`config.mk`:
```
export PLATFORM = sky130hd
export DESIGN_NAME = id_string_hash_verifier_core_flat
export DESIGN_NICKNAME = d
export VERILOG_FILES = /design/src/rtl/idshv_pkg.sv /design/src/rtl/idshv_in_if.sv /design/src/rtl/idshv_out_if.sv /design/src/rtl/idshv_cfg_if.sv /design/src/rtl/idshv_in_stage.sv /design/src/rtl/idshv_fold.sv /design/src/rtl/idshv_out_reg.sv /design/src/rtl/id_string_hash_verifier_core.sv /design/src/flat_wrapper.sv
export SDC_FILE = /design/constraint.sdc
export NUM_CORES = 1
export LEC_CHECK = 0
export BUFFER_PORTS_ARGS = -buffer_cell sky130_fd_sc_hd__buf_2
export CAP_MARGIN = 20
export CORE_MARGIN = 3
export CORE_UTILIZATION = 24
export CTS_BUF_LIST = sky130_fd_sc_hd__clkbuf_4 sky130_fd_sc_hd__clkbuf_8
export CTS_CLUSTER_SIZE = 10
export DETAILED_ROUTE_END_ITERATION = 6
export GPL_ROUTABILITY_DRIVEN = 0
export PLACE_DENSITY = 0.49
export REMOVE_ABC_BUFFERS = 1
export SLEW_MARGIN = 25
export SYNTH_ARGS = -nofsm -noshare
export SYNTH_HDL_FRONTEND = slang
export SYNTH_HIERARCHICAL = 1
export SYNTH_SLANG_ARGS = --single-unit
```
`constraint.sdc`:
```
create_clock -name clk -period 9 [get_ports clk]
set_input_delay 0.9 -clock clk [delete_from_list [all_inputs] [get_ports clk]]
set_output_delay 0.9 -clock clk [all_outputs]
set_load 0.02 [all_outputs]
```
`src/rtl/idshv_pkg.sv`:
```
`timescale 1ns / 1ps
`default_nettype none
package idshv_pkg;

  // Hash and check constants
  localparam logic [31:0] MAGIC_WORD = 32'h4E45_5854;
  localparam logic [31:0] HASH_BASIS = 32'h811C_9DC5;
  localparam logic [31:0] HASH_PRIME = 32'd16777619;
  localparam logic [31:0] MIX_XOR    = 32'h5A5A_A5A5;
  localparam logic [31:0] MIX_ADD    = 32'h9E37_79B9;
  localparam logic [7:0]  CHAR_LOW   = 8'h61;
  localparam logic [7:0]  CHAR_HIGH  = 8'h70;
  localparam int unsigned COUNT_W    = 7;

  // Input item as held in the input register
  typedef struct packed {
    logic       valid;
    logic [7:0] id_byte;
    logic       last;
  } stage_t;

  // One verification result
  typedef struct packed {
    logic        pass;
    logic [31:0] token;
  } result_t;

  // Fold one byte into the running hash
  function automatic logic [31:0] fold_byte(input logic [31:0] h, input logic [7:0] b);
    logic [31:0] x;
    logic [31:0] p;
    logic [31:0] r;
    x = h ^ {24'd0, b};
    p = x * HASH_PRIME;
    r = {p[18:0], p[31:19]};
    return (r ^ MIX_XOR) + MIX_ADD;
  endfunction

endpackage
`default_nettype wire

```
`src/rtl/idshv_in_if.sv`:
```
`timescale 1ns / 1ps
`default_nettype none
interface idshv_in_if;
  logic       valid;
  logic       ready;
  logic [7:0] id_byte;
  logic       last;

  modport source (output valid, output id_byte, output last, input ready);
  modport sink   (input valid, input id_byte, input last, output ready);
endinterface
`default_nettype wire

```
`src/rtl/idshv_out_if.sv`:
```
`timescale 1ns / 1ps
`default_nettype none
interface idshv_out_if;
  logic        valid;
  logic        ready;
  logic        pass;
  logic [31:0] token;

  modport source (output valid, output pass, output token, input ready);
  modport sink   (input valid, input pass, input token, output ready);
endinterface
`default_nettype wire

```
`src/rtl/idshv_cfg_if.sv`:
```
`timescale 1ns / 1ps
`default_nettype none
interface idshv_cfg_if;
  logic valid;
  logic ready;
  logic data;

  modport source (output valid, output data, input ready);
  modport sink   (input valid, input data, output ready);
endinterface
`default_nettype wire

```
`src/rtl/idshv_in_stage.sv`:
```
`timescale 1ns / 1ps
`default_nettype none
module idshv_in_stage (
  input  wire logic             clk,
  input  wire logic             rst_n,
  input  wire logic             in_valid,
  input  wire logic [7:0]       in_id_byte,
  input  wire logic             in_last,
  input  wire logic             take,
  output logic                  in_ready,
  output idshv_pkg::stage_t     stage
);
  import idshv_pkg::*;

  logic       valid_r;
  logic       valid_nxt;
  logic [7:0] byte_r;
  logic       last_r;
  logic       load;

  // Accept when the register is empty or drains this cycle
  assign in_ready  = !valid_r || take;
  assign load      = in_valid && in_ready;
  assign valid_nxt = load ? 1'b1 : (take ? 1'b0 : valid_r);

  always_ff @(posedge clk) begin
    if (!rst_n) begin
      valid_r <= 1'b0;
    end else begin
      valid_r <= valid_nxt;
    end
  end

  // Capture the payload on each input transfer
  always_ff @(posedge clk) begin
    if (load) begin
      byte_r <= in_id_byte;
      last_r <= in_last;
    end
  end

  assign stage.valid   = valid_r;
  assign stage.id_byte = byte_r;
  assign stage.last    = last_r;
endmodule
`default_nettype wire

```
`src/rtl/idshv_fold.sv`:
```
`timescale 1ns / 1ps
`default_nettype none
module idshv_fold #(
  parameter int unsigned ID_LENGTH = 32
) (
  input  wire logic              clk,
  input  wire logic              rst_n,
  input  wire idshv_pkg::stage_t stage,
  input  wire logic              take,
  input  wire logic              dev_mode,
  output idshv_pkg::result_t     result
);
  import idshv_pkg::*;

  localparam logic [COUNT_W-1:0] LEN_CNT = COUNT_W'(ID_LENGTH);
  localparam logic [COUNT_W-1:0] SAT_CNT = COUNT_W'(ID_LENGTH + 1);

  logic [31:0]        hash_r;
  logic [31:0]        hash_nxt;
  logic [COUNT_W-1:0] cnt_r;
  logic [COUNT_W-1:0] cnt_nxt;
  logic               bad_r;
  logic               bad_nxt;
  logic [31:0]        hash_fold;
  logic [COUNT_W-1:0] cnt_step;
  logic               bad_step;
  logic               ok;

  // Fold the held byte into the running state
  always_comb begin
    hash_fold = fold_byte(hash_r, stage.id_byte);
    cnt_step  = (cnt_r < SAT_CNT) ? cnt_r + COUNT_W'(1) : cnt_r;
    bad_step  = bad_r || (stage.id_byte < CHAR_LOW) || (stage.id_byte > CHAR_HIGH);
    ok        = dev_mode || ((cnt_step == LEN_CNT) && !bad_step);

    hash_nxt = hash_r;
    cnt_nxt  = cnt_r;
    bad_nxt  = bad_r;
    if (take) begin
      if (stage.last) begin
        hash_nxt = HASH_BASIS;
        cnt_nxt  = '0;
        bad_nxt  = 1'b0;
      end else begin
        hash_nxt = hash_fold;
        cnt_nxt  = cnt_step;
        bad_nxt  = bad_step;
      end
    end
  end

  always_ff @(posedge clk) begin
    if (!rst_n) begin
      hash_r <= HASH_BASIS;
      cnt_r  <= '0;
      bad_r  <= 1'b0;
    end else begin
      hash_r <= hash_nxt;
      cnt_r  <= cnt_nxt;
      bad_r  <= bad_nxt;
    end
  end

  // Mask the token on a rejected identifier
  assign result.pass  = ok;
  assign result.token = ok ? (hash_fold ^ MAGIC_WORD) : 32'd0;
endmodule
`default_nettype wire

```
`src/rtl/idshv_out_reg.sv`:
```
`timescale 1ns / 1ps
`default_nettype none
module idshv_out_reg (
  input  wire logic               clk,
  input  wire logic               rst_n,
  input  wire logic               load,
  input  wire idshv_pkg::result_t result,
  input  wire logic               out_ready,
  output logic                    out_valid,
  output logic                    free,
  output idshv_pkg::result_t      out_data
);
  import idshv_pkg::*;

  logic    valid_r;
  logic    valid_nxt;
  result_t data_r;

  // Slot is free when empty or when its result transfers this cycle
  assign free      = !valid_r || out_ready;
  assign valid_nxt = load ? 1'b1 : (out_ready ? 1'b0 : valid_r);

  always_ff @(posedge clk) begin
    if (!rst_n) begin
      valid_r <= 1'b0;
    end else begin
      valid_r <= valid_nxt;
    end
  end

  always_ff @(posedge clk) begin
    if (load) begin
      data_r <= result;
    end
  end

  assign out_valid = valid_r;
  assign out_data  = data_r;
endmodule
`default_nettype wire

```
`src/rtl/id_string_hash_verifier_core.sv`:
```
// Identifier hash verifier.
// in_ch carries one identifier byte per transfer (id_byte, last). Every byte
// is folded into a running 32-bit hash; the byte with last=1 closes the
// identifier and produces one transfer on out_ch (pass, token). Bytes with
// last=0 produce no result.
// cfg_ch writes the dev_mode bit (always ready); write it only while idle.
// out_ch.valid rises once the last byte has passed the input register and
// been folded into the result register, which loads as the byte is taken.
// Throughput: one byte per cycle while no last byte waits for a busy result
// slot, set by the combinational fold of the hash register (one constant
// multiply, rotate, xor and add).
// A stall on out_ch holds the result; non-last bytes keep flowing until a
// new last byte reaches the fold stage, which then waits for the slot.
// Reset (rst_n low, synchronous) empties both registers, sets the hash to
// the offset basis, clears the count and bad-byte flag and clears dev_mode.
`timescale 1ns / 1ps
`default_nettype none
module id_string_hash_verifier_core #(
  parameter int unsigned ID_LENGTH = 32
) (
  input  wire logic   clk,
  input  wire logic   rst_n,
  idshv_in_if.sink    in_ch,
  idshv_out_if.source out_ch,
  idshv_cfg_if.sink   cfg_ch
);
  import idshv_pkg::*;

  stage_t  stage;
  result_t result;
  result_t out_data;
  logic    take;
  logic    out_free;
  logic    dev_mode_r;

  // Configuration register
  assign cfg_ch.ready = 1'b1;

  always_ff @(posedge clk) begin
    if (!rst_n) begin
      dev_mode_r <= 1'b0;
    end else if (cfg_ch.valid) begin
      dev_mode_r <= cfg_ch.data;
    end
  end

  // Advance the held byte unless it closes an identifier and the slot is busy
  assign take = stage.valid && (!stage.last || out_free);

  idshv_in_stage u_in_stage (
    .clk        (clk),
    .rst_n      (rst_n),
    .in_valid   (in_ch.valid),
    .in_id_byte (in_ch.id_byte),
    .in_last    (in_ch.last),
    .take       (take),
    .in_ready   (in_ch.ready),
    .stage      (stage)
  );

  idshv_fold #(
    .ID_LENGTH (ID_LENGTH)
  ) u_fold (
    .clk      (clk),
    .rst_n    (rst_n),
    .stage    (stage),
    .take     (take),
    .dev_mode (dev_mode_r),
    .result   (result)
  );

  idshv_out_reg u_out_reg (
    .clk       (clk),
    .rst_n     (rst_n),
    .load      (take && stage.last),
    .result    (result),
    .out_ready (out_ch.ready),
    .out_valid (out_ch.valid),
    .free      (out_free),
    .out_data  (out_data)
  );

  assign out_ch.pass  = out_data.pass;
  assign out_ch.token = out_data.token;
endmodule
`default_nettype wire

```
`src/flat_wrapper.sv`:
```
// flat-port wrapper written by rule: the top's interface ports become plain ports
module id_string_hash_verifier_core_flat import idshv_pkg::*;
#(
  parameter int unsigned ID_LENGTH = 32
)
  (clk, rst_n, in_ch_valid, in_ch_id_byte, in_ch_last, in_ch_ready, out_ch_valid, out_ch_pass, out_ch_token, out_ch_ready, cfg_ch_valid, cfg_ch_data, cfg_ch_ready);
  idshv_in_if in_ch_i ();
  idshv_out_if out_ch_i ();
  idshv_cfg_if cfg_ch_i ();
  input  wire logic clk;
  input  wire logic rst_n;
  input wire logic [$bits(in_ch_i.valid)-1:0] in_ch_valid;
  input wire logic [$bits(in_ch_i.id_byte)-1:0] in_ch_id_byte;
  input wire logic [$bits(in_ch_i.last)-1:0] in_ch_last;
  output wire logic [$bits(in_ch_i.ready)-1:0] in_ch_ready;
  output wire logic [$bits(out_ch_i.valid)-1:0] out_ch_valid;
  output wire logic [$bits(out_ch_i.pass)-1:0] out_ch_pass;
  output wire logic [$bits(out_ch_i.token)-1:0] out_ch_token;
  input wire logic [$bits(out_ch_i.ready)-1:0] out_ch_ready;
  input wire logic [$bits(cfg_ch_i.valid)-1:0] cfg_ch_valid;
  input wire logic [$bits(cfg_ch_i.data)-1:0] cfg_ch_data;
  output wire logic [$bits(cfg_ch_i.ready)-1:0] cfg_ch_ready;
  assign in_ch_i.valid = in_ch_valid;
  assign in_ch_i.id_byte = in_ch_id_byte;
  assign in_ch_i.last = in_ch_last;
  assign in_ch_ready = in_ch_i.ready;
  assign out_ch_valid = out_ch_i.valid;
  assign out_ch_pass = out_ch_i.pass;
  assign out_ch_token = out_ch_i.token;
  assign out_ch_i.ready = out_ch_ready;
  assign cfg_ch_i.valid = cfg_ch_valid;
  assign cfg_ch_i.data = cfg_ch_data;
  assign cfg_ch_ready = cfg_ch_i.ready;
  id_string_hash_verifier_core #(.ID_LENGTH(ID_LENGTH)) u_core (.clk(clk), .rst_n(rst_n), .in_ch(in_ch_i), .out_ch(out_ch_i), .cfg_ch(cfg_ch_i));
endmodule
```
Word-level counts from Yosys, hierarchy flattened
Cells that the tools add are included.
Widths: inputs -> output; s select.
- logic and storage cells: 44
- output and inout port bits: 36
- bits of input ports: 15
- flip-flop bits (word level): 85
- equal/unequal tests: 1
- bitwise gates (word level): 3
- order comparisons: 3
- $add $sub $neg: 2
- mux-type cells: 8
- reductions and logical operators: 16
- $mul: 1
- operators by type and width (cell ; count):
    $add 32x32->32 const B ; 1
    $mul 32x25->32 const B ; 1
    $mux 32 ; 1
    $xor 32x8->32 ; 1
    $not 16->16 ; 1
    $mux 7 ; 2
    $not 13->13 ; 1
    $gt 8x7->1 const B ; 1
    $lt 8x7->1 const B ; 1
    $add 7x1->7 const B ; 1
    $eq 7x6->1 const B ; 1
    $lt 7x6->1 const B ; 1
    $logic_or 1x1->1 ; 6
    $mux 1 ; 5
    $logic_and 1x1->1 ; 4
    $logic_not 1->1 ; 4
    $reduce_bool 2->1 ; 2

Depth between registers and ports, before layout
Gate-level depths: netlist of the first run.
- word-level depth: 7
- depth in mapped cells: 26
- mapped depth without buffers: 26

Modules after synthesis
Netlist of the first run, hierarchy kept.
- by module, submodules not included (module ; area each (sq um) ; cells an instance ; seq. area each (sq um) ; times used):
    idshv_fold ; 8782.2 ; 1036 ; 800.8 ; 1
    idshv_out_reg ; 1039.7 ; 37 ; 1011.0 ; 1
    idshv_in_stage ; 342.8 ; 16 ; 290.3 ; 1
    id_string_hash_verifier_core ; 65.1 ; 8 ; 20.0 ; 1

Worst setup path after synthesis of the first run
OpenSTA, ideal clock, no wires.
- path kind: reg2reg
- from: reg u_core.u_in_stage.byte_r[0]
- to: reg u_core.u_out_reg.data_r, in the netlist u_core/u_out_reg/out_data[30] (data pin)
- library setup time: 262 ps
- data required time: 8738 ps
- data arrival time: 6926 ps
- path slack: 1812 ps
- clock period less this slack: 7188 ps
- cell stages (with the launch flop): 27
- cell sequence: edfxtp_1 -> xnor2_1 -> inv_1 -> ha_1 -> ha_1 -> fa_1 -> ha_1 -> fa_1 -> ha_1 -> inv_1 -> fa_1 -> inv_1 -> ha_1 -> buf_2 -> a21o_1 -> a221oi_1 -> nand2_1 -> o211ai_1 -> a21boi_0 -> or2_2 -> ha_1 -> o31a_1 -> o41a_1 -> o21a_1 -> o41ai_4 -> a31oi_1 -> mux2_1
- word-level cells in the longest chain between the ends: 6
- RTL lines (what ; RTL line ; text):
    start: declaration ; idshv_in_stage.sv:17 ; logic [7:0] byte_r;
    start signal: assignment ; idshv_in_stage.sv:37 ; byte_r <= in_id_byte;
    parallel branches: the longest is 6 deep, another holds $mul 32x25->32 ; n/a ;
    end signal: assignment ; idshv_out_reg.sv:33 ; data_r <= result;
    end: declaration ; idshv_out_reg.sv:17 ; result_t data_r;
Parallel ways; which one is timed is not known.
A chain may end at the register's enable or synchronous reset.

Worst setup path in the final report of the first run
- from: reg u_core.u_in_stage.byte_r[4]
- to: reg u_core.u_out_reg.data_r, in the netlist u_core/u_out_reg/out_data[30] (data pin)
The elaborated chain is that of the path after synthesis.

==> results of run 1 <==
state kept, by name (all words and copies together) (netlist names):
name and count:
u_core/u_out_reg/out_data 33, u_core/u_fold/hash_r 32, u_core/u_in_stage/byte_r 8, u_core/u_fold/cnt_r 7, u_core/dev_mode_r 1, u_core/u_fold/bad_r 1, u_core/u_in_stage/last_r 1, u_core/u_in_stage/valid_r 1
u_core/u_out_reg/out_valid 1
cell type report:
class | count | area, sq um
Clock buffer | 9 | 123.9
Clock inverter | 7 | 73.82
Fill cell | 4585 | 30730
Inverter | 195 | 732.0
Multi-Input combinational cell | 790 | 7267
Sequential cell | 85 | 2122
Tap cell | 539 | 674.4
Timing Repair Buffer | 59 | 320.3
worst max-delay path: cells and delay by family, from the launching register on:
| family | cells | cell delay [ns] |
|---|---|---|
| mux | 1 | 0.35 |
| buf+inv | 2 | 0.09 |
| fa+ha+maj | 9 | 3.29 |
| compound gates | 9 | 2.60 |
| flops | 1 | 0.46 |
| xor+xnor | 1 | 0.82 |
| simple gates | 2 | 0.48 |
placed cells by master (no fill, tap or decap), types with 31 or more instances in the layout:
master / netlist / layout
a21oi_1: 43 / 43
inv_1: 195 / 195
nor2_1: 54 / 54
nand2_1: 45 / 45
ha_1: 187 / 187
edfxtp_1: 42 / 42
o21ai_0: 32 / 32
xnor2_1: 31 / 31
fa_1: 74 / 74
dfxtp_1: 43 / 43
buf_2: 2 / 49
xor2_1: 33 / 32
worst max path at each step:
stage,cells after the start,to,slack (ns)
finish,24,u_core/u_out_reg/out_data[30]$_DFFE_PP_,0.70
global route,24,u_core/u_out_reg/out_data[30]$_DFFE_PP_,0.18
CTS,24,u_core/u_out_reg/out_data[30]$_DFFE_PP_,0.69
detailed placement,24,u_core/u_out_reg/out_data[30]$_DFFE_PP_,0.72
global placement,24,u_core/u_out_reg/out_data[30]$_DFFE_PP_,0.81
floorplan,25,u_core/u_out_reg/out_data[30]$_DFFE_PP_,1.84
per-layer routing:
| metal | track usage | share of wire |
|---|---|---|
| met2 | 0.2061 | 0.44 |
| met3 | 0.01889 | 0.045 |
| met5 | 0 | 0.00044 |
| met4 | 0.03510 | 0.023 |
| met1 | 0.1977 | 0.49 |
stage by stage:
stage / hold WS [ns] / setup WS (ns) / cells / area, sq um / util
after floorplan: 0.4582 / 1.839 / 1070 / 10100 / -
after global placement: 0.4801 / 0.8065 / 1668 / 11110 / 0.2642
after detailed placement: 0.4955 / 0.7179 / 1668 / 11110 / 0.2642
after CTS: 0.5056 / 0.6929 / 1684 / 11310 / 0.2689
after global routing: 0.5247 / 0.1810 / 1684 / 11310 / 0.2691
final: 0.5037 / 0.6994 / 1684 / 11310 / 0.2691
cell families after synthesis:
| logic type | after synthesis |
|---|---|
| multiplexers | 5 |
| other | 1 |
| adder cells (fa/ha/maj) | 261 |
| AND/OR/NAND/NOR | 249 |
| XOR/XNOR | 64 |
| AO/OA/AOI/OAI | 210 |
| buffers and inverters | 222 |
| flip-flops | 85 |
==> metrics, run 1 <==
status finished clean; CTS tree yes; worst hold start u_core/u_out_reg/out_valid$_SDFFE_PN0P_; largest family of logic cells by synthesized area adder cells; RSZ-0062 raised after global routing false; worst relative slew slack 0.3243; GRT Total Usage 0.1344; Post-Synth XOR/XNOR Area 0.05479; Tcrit/Tclk final 0.9223; Yosys reg bits 85; Min-Delay Path Class flop to flop; Endpoint, Worst Hold u_core/u_out_reg/out_valid$_SDFFE_PN0P_; # hold bufs at CTS 0; layout cells sized above 1 0.08734; minimum clock period a little over 8 ns; critical path's largest stage delay 0.82 ns; Mapped Area just over 10000 sq um; Clock Skew 0.01414 ns; crit path launch u_core/u_in_stage/byte_r[4]$_DFFE_PP_; initial antenna violation count 1; CP max FO 7; starting density of the core 0.2433; reg2reg start u_core/u_in_stage/byte_r[4]$_DFFE_PP_; most frequent CP cell ha_1; Clock Root Buffer clkbuf_8; area grow syn2layout 10.59%; Inserted Clock Buffers 9; DRT iter0 DRCs 568; fmax 120.5 MHz; post-synthesis simple-gate area fraction 0.1277; vias per cell 4.714; top_reg_cell synth dfxtp_1; max cap viols 0; via count 7939; cells along the critical path xor2_1, ha_1, ha_1, fa_1, ha_1, fa_1, ha_1, inv_1, fa_1, inv_1, ha_1, a21o_1, a221oi_1, nand2_1, o211ai_1, a21boi_0, or2_2, ha_1, o31a_1, o41a_1, o21a_1, o41ai_4, a31oi_1, mux2_1; reg-to-reg endpoint u_core/u_out_reg/out_data[30]$_DFFE_PP_; final hold vios 0; slowest CP cell xor2_1; Core Rows 75; crit path kind flop to flop; cells after synthesis 1097; startpoint types flop; WP data arrival about 8.5 ns; CTS-repair resized insts 0; DIE HEIGHT approximately 210 um; top-count cell post-synth inv_1; post-detail-place hpwl 24.48 mm; Sink Count 85; EDFF count, synth 42; post-DR wirelength/cell around 18 um; vias in the first global route 7860; WHS Path Cells 2; Synthesis Warnings 6; Adder-Cell Fraction of Synth Area 0.3735; first-pass GRT wire length 46.24 mm; DR pass1 iterations 5; cell taking the most area after synthesis ha_1; Avg Cell Area, Syn between 9 and 10 sq um; total wire length 29.79 mm; DRC 0; actual slew at the worst max-slew pin roughly 1 ns; reg2reg setup slack between 0.6 and 0.7 ns; Crit. End Element flop; area share of the largest cell type after synthesis 0.2287; R2R cell count 24; Compound-Gate Fraction of Synth Area 0.1469; synth unique cells 77; die width 212.5 um; Worst-path clk slew 0.10 ns; port buffer count 49; Setup TNS 0 ns; largest net degree at the start of global routing 35; Die Footprint approximately 45000 sq um; Async SR Flop Fraction 0; Critical Path RT about 9.2 ns; synth cell count leaders 195 x inv_1, 187 x ha_1, 74 x fa_1; Antenna Nets Post-Route 0; # setup viols final 0; Boundary Pins 51; register area share after synthesis 0.2074; number of nets in the layout 1416; post-CTS setup buffer count 0; core area 42040 sq um; CTS max path bufs 2; Final Slew Violations 0; H-tree levels 3; synth top area cells ha_1 23%, fa_1 14%, edfxtp_1 12%; # diodes 0; clock latency on the worst-skew pair 0.39 ns; mux cell area share after synthesis 0.005015; overflow left after global routing 0
Power of run 1 is not shown: default switching activity piles up to over one toggle a cycle in this logic, so the estimate is an artifact.
==> inputs of run 2 (changes only) <==
- ABC_CLOCK_PERIOD_IN_PS: unset -> 8600
- HOLD_SLACK_MARGIN: unset -> 0.02
- clock period: 9 -> 8.6 ns (I/O delays scaled with it)
==> run 2 against run 1 <==
Setup slack worse by 0.18 ns; core utilization about the same; cell area up 0.12%; wire length is 2.0% higher; clock skew increased by 0.0055 ns; final cell count is essentially flat; non-clock buffer count is the same; clock-buffer cell count did not move; die area did not move; fmax grew 2.7%.
==> metrics, run 2 (synthesis gave the netlist of run 1 again) <==
status finished clean (unchanged); leading cell types in the layout, fill and taps excluded 195 x inv_1, 187 x ha_1, 74 x fa_1 (unchanged); CTS tree yes (unchanged); reg2reg start u_core/u_in_stage/byte_r[3]$_DFFE_PP_ (was u_core/u_in_stage/byte_r[4]$_DFFE_PP_); DRC 0 (unchanged); via count 8085 (was 7939); worst hold start u_core/u_out_reg/out_valid$_SDFFE_PN0P_ (unchanged); Clock Root Buffer clkbuf_8 (unchanged); area occupied by multi-input gates 7295 sq um (was 7267 sq um); Worst-path clk slew 0.10 ns (about the same); overflow left after global routing 0 (unchanged); largest net degree at the start of global routing 35 (unchanged); clock latency on the worst-skew pair 0.41 ns (was 0.39 ns); vias in the first global route 7734 (was 7860); reg2reg setup slack 0.52 ns (was 0.70 ns); filler cell count 4527 (was 4585); # setup viols final 0 (unchanged); minimum clock period 8.080 ns (was 8.301 ns); slowest CP cell fa_1 (was xor2_1); WP data arrival 8.24 ns (was 8.45 ns); Antenna Nets Post-Route 0 (unchanged); commonest non-fill, non-tap cell in the layout inv_1 (unchanged); Clock Skew 0.01969 ns (was 0.01414 ns); WP depth 24 (unchanged); buffers and inverters on the worst path 2 (unchanged); max cap viols 0 (unchanged); reg-to-reg endpoint u_core/u_out_reg/out_data[26]$_DFFE_PP_ (was u_core/u_out_reg/out_data[30]$_DFFE_PP_); dpl ws 0.3543 ns (was 0.7179 ns); cell family with most CP delay adder cells (unchanged); cells along the critical path xor2_2, ha_1, ha_1, fa_1, ha_1, fa_1, ha_1, inv_1, fa_1, inv_1, ha_1, a21o_1, a221oi_1, nand2_1, o211ai_1, a21boi_0, or2_2, ha_1, o31a_1, o41a_1, o21a_1, o41ai_4, a31oi_1, nor3_1 (was xor2_1, ha_1, ha_1, fa_1, ha_1, fa_1, ha_1, inv_1, fa_1, inv_1, ha_1, a21o_1, a221oi_1, nand2_1, o211ai_1, a21boi_0, or2_2, ha_1, o31a_1, o41a_1, o21a_1, o41ai_4, a31oi_1, mux2_1); # hold bufs at CTS 0 (unchanged); Min-Delay Path Class flop to flop (unchanged); initial antenna violation count 0 (was 1); DR pass1 iterations 5 (unchanged); port buffer count 49 (unchanged); RSZ-0062 raised after global routing false (unchanged); crit path launch u_core/u_in_stage/byte_r[3]$_DFFE_PP_ (was u_core/u_in_stage/byte_r[4]$_DFFE_PP_); H-tree levels 3 (unchanged); CTS max path bufs 2 (unchanged); number of nets in the layout 1416 (unchanged); Sink Count 85 (unchanged); core area 42040 sq um (unchanged); Die Footprint 45140 sq um (unchanged); Boundary Pins 51 (unchanged); DRT iter0 DRCs 627 (was 568); R2R cell count 24 (unchanged); crit path kind flop to flop (unchanged); DIE HEIGHT 212.5 um (unchanged); Critical Path Sink u_core/u_out_reg/out_data[26]$_DFFE_PP_ (was u_core/u_out_reg/out_data[30]$_DFFE_PP_); Tcrit/Tclk final 0.9395 (was 0.9223); GRT Total Usage 0.1351 (was 0.1344); actual slew at the worst max-slew pin 0.9691 ns (was 1.010 ns); first-pass GRT wire length 46.15 mm (was 46.24 mm); Crit. End Element flop (unchanged); vias per cell 4.798 (was 4.714); Final WS setup 0.5204 ns (was 0.6994 ns); Fin Hold WS 0.5068 ns (was 0.5037 ns); Core Rows 75 (unchanged); layout cells sized above 1 0.09083 (was 0.08734); post-detail-place hpwl 25.12 mm (was 24.48 mm); total wire length 30.37 mm (was 29.79 mm); Critical Path RT 8.76 ns (was 9.15 ns); max reg flops 33 (unchanged); register area 2122 sq um (unchanged); Inserted Clock Buffers 9 (unchanged); most frequent CP cell ha_1 (unchanged); final hold vios 0 (unchanged); Setup TNS 0 ns (unchanged); die width 212.5 um (unchanged); Final Slew Violations 0 (unchanged); starting density of the core 0.2433 (unchanged); worst relative slew slack 0.3471 (was 0.3243); area grow syn2layout 10.73% (was 10.59%); startpoint types flop (unchanged); CP max FO 7 (unchanged); fmax 123.8 MHz (was 120.5 MHz); post-DR wirelength/cell 18.03 um (was 17.69 um); critical path's largest stage delay 0.53 ns (was 0.82 ns)
## run 2: changes by cell type in the layout (fill, tap and decap cells not counted)
| cell | previous run | this run |
|---|---|---|
| xor2_1 | 32 | 29 |
| xor2_2 | 1 | 4 |
| a2111oi_1 | 1 | 0 |
| a2111oi_2 | 0 | 1 |
| bufinv_16 | 1 | 0 |
| clkinv_2 | 2 | 1 |
| clkinvlp_4 | 1 | 2 |
| diode_2 | 0 | 1 |
| inv_8 | 0 | 1 |
## run 2: layer usage
metal / vias up / track usage / share of wire
met5: - / 0 / 0
met4: 0 / 0.02982 / 0.014
met3: 22 / 0.02951 / 0.065
met2: 236 / 0.2051 / 0.44
met1: 3938 / 0.1961 / 0.48
li1: 3889 / - / -
## run 2: through the flow
step | instances | util | area [sq um]
detailed placement | 1668 | 0.2642 | 11110
global placement | 1668 | 0.2642 | 11110
CTS | 1684 | 0.2685 | 11290
finish | 1685 | 0.2694 | 11330
floorplan | 1070 | - | 10100
global route | 1684 | 0.2694 | 11320
## run 2: layout make-up
| type | count | share of cell area |
|---|---|---|
| multi-input combinational | 790 | 0.6440 |
| sequential | 85 | 0.1873 |
| inverter | 195 | 0.06462 |
| tap | 539 | 0.05954 |
| timing repair buffer | 59 | 0.02828 |
| clock buffer | 9 | 0.01094 |
| clock inverter | 7 | 0.005081 |
| antenna | 1 | 0.0002209 |
## run 2: tightest hold or removal path, delay by kind of cell, from the launching register on
kind	cells	cell delay (ns)
AO/OA/AOI/OAI	1	0.05
flip-flops	1	0.35
AND/OR/NAND/NOR	1	0.08
## run 2: how the worst min path moves through the flow
stage               cells after the start  slack, ns                                      end
floorplan                               2       0.46    u_core/u_fold/hash_r[28]$_SDFFE_PN0P_
global placement                        2       0.48     u_core/u_fold/hash_r[0]$_SDFFE_PN1P_
detailed placement                      2       0.49     u_core/u_fold/hash_r[0]$_SDFFE_PN1P_
CTS                                     2       0.51  u_core/u_out_reg/out_valid$_SDFFE_PN0P_
global route                            2       0.53  u_core/u_out_reg/out_valid$_SDFFE_PN0P_
finish                                  2       0.51  u_core/u_out_reg/out_valid$_SDFFE_PN0P_
## run 2: what timing repair did
| action | 4_1_cts | 5_1_grt |
|---|---|---|
| endpoints found under the hold margin | 0 | 0 |
| setup buffers | 0 | 0 |
| endpoints found under the setup margin | 0 | 4 |
| resized for setup | 0 | 4 |
Power of run 2 is left out for the same reason.
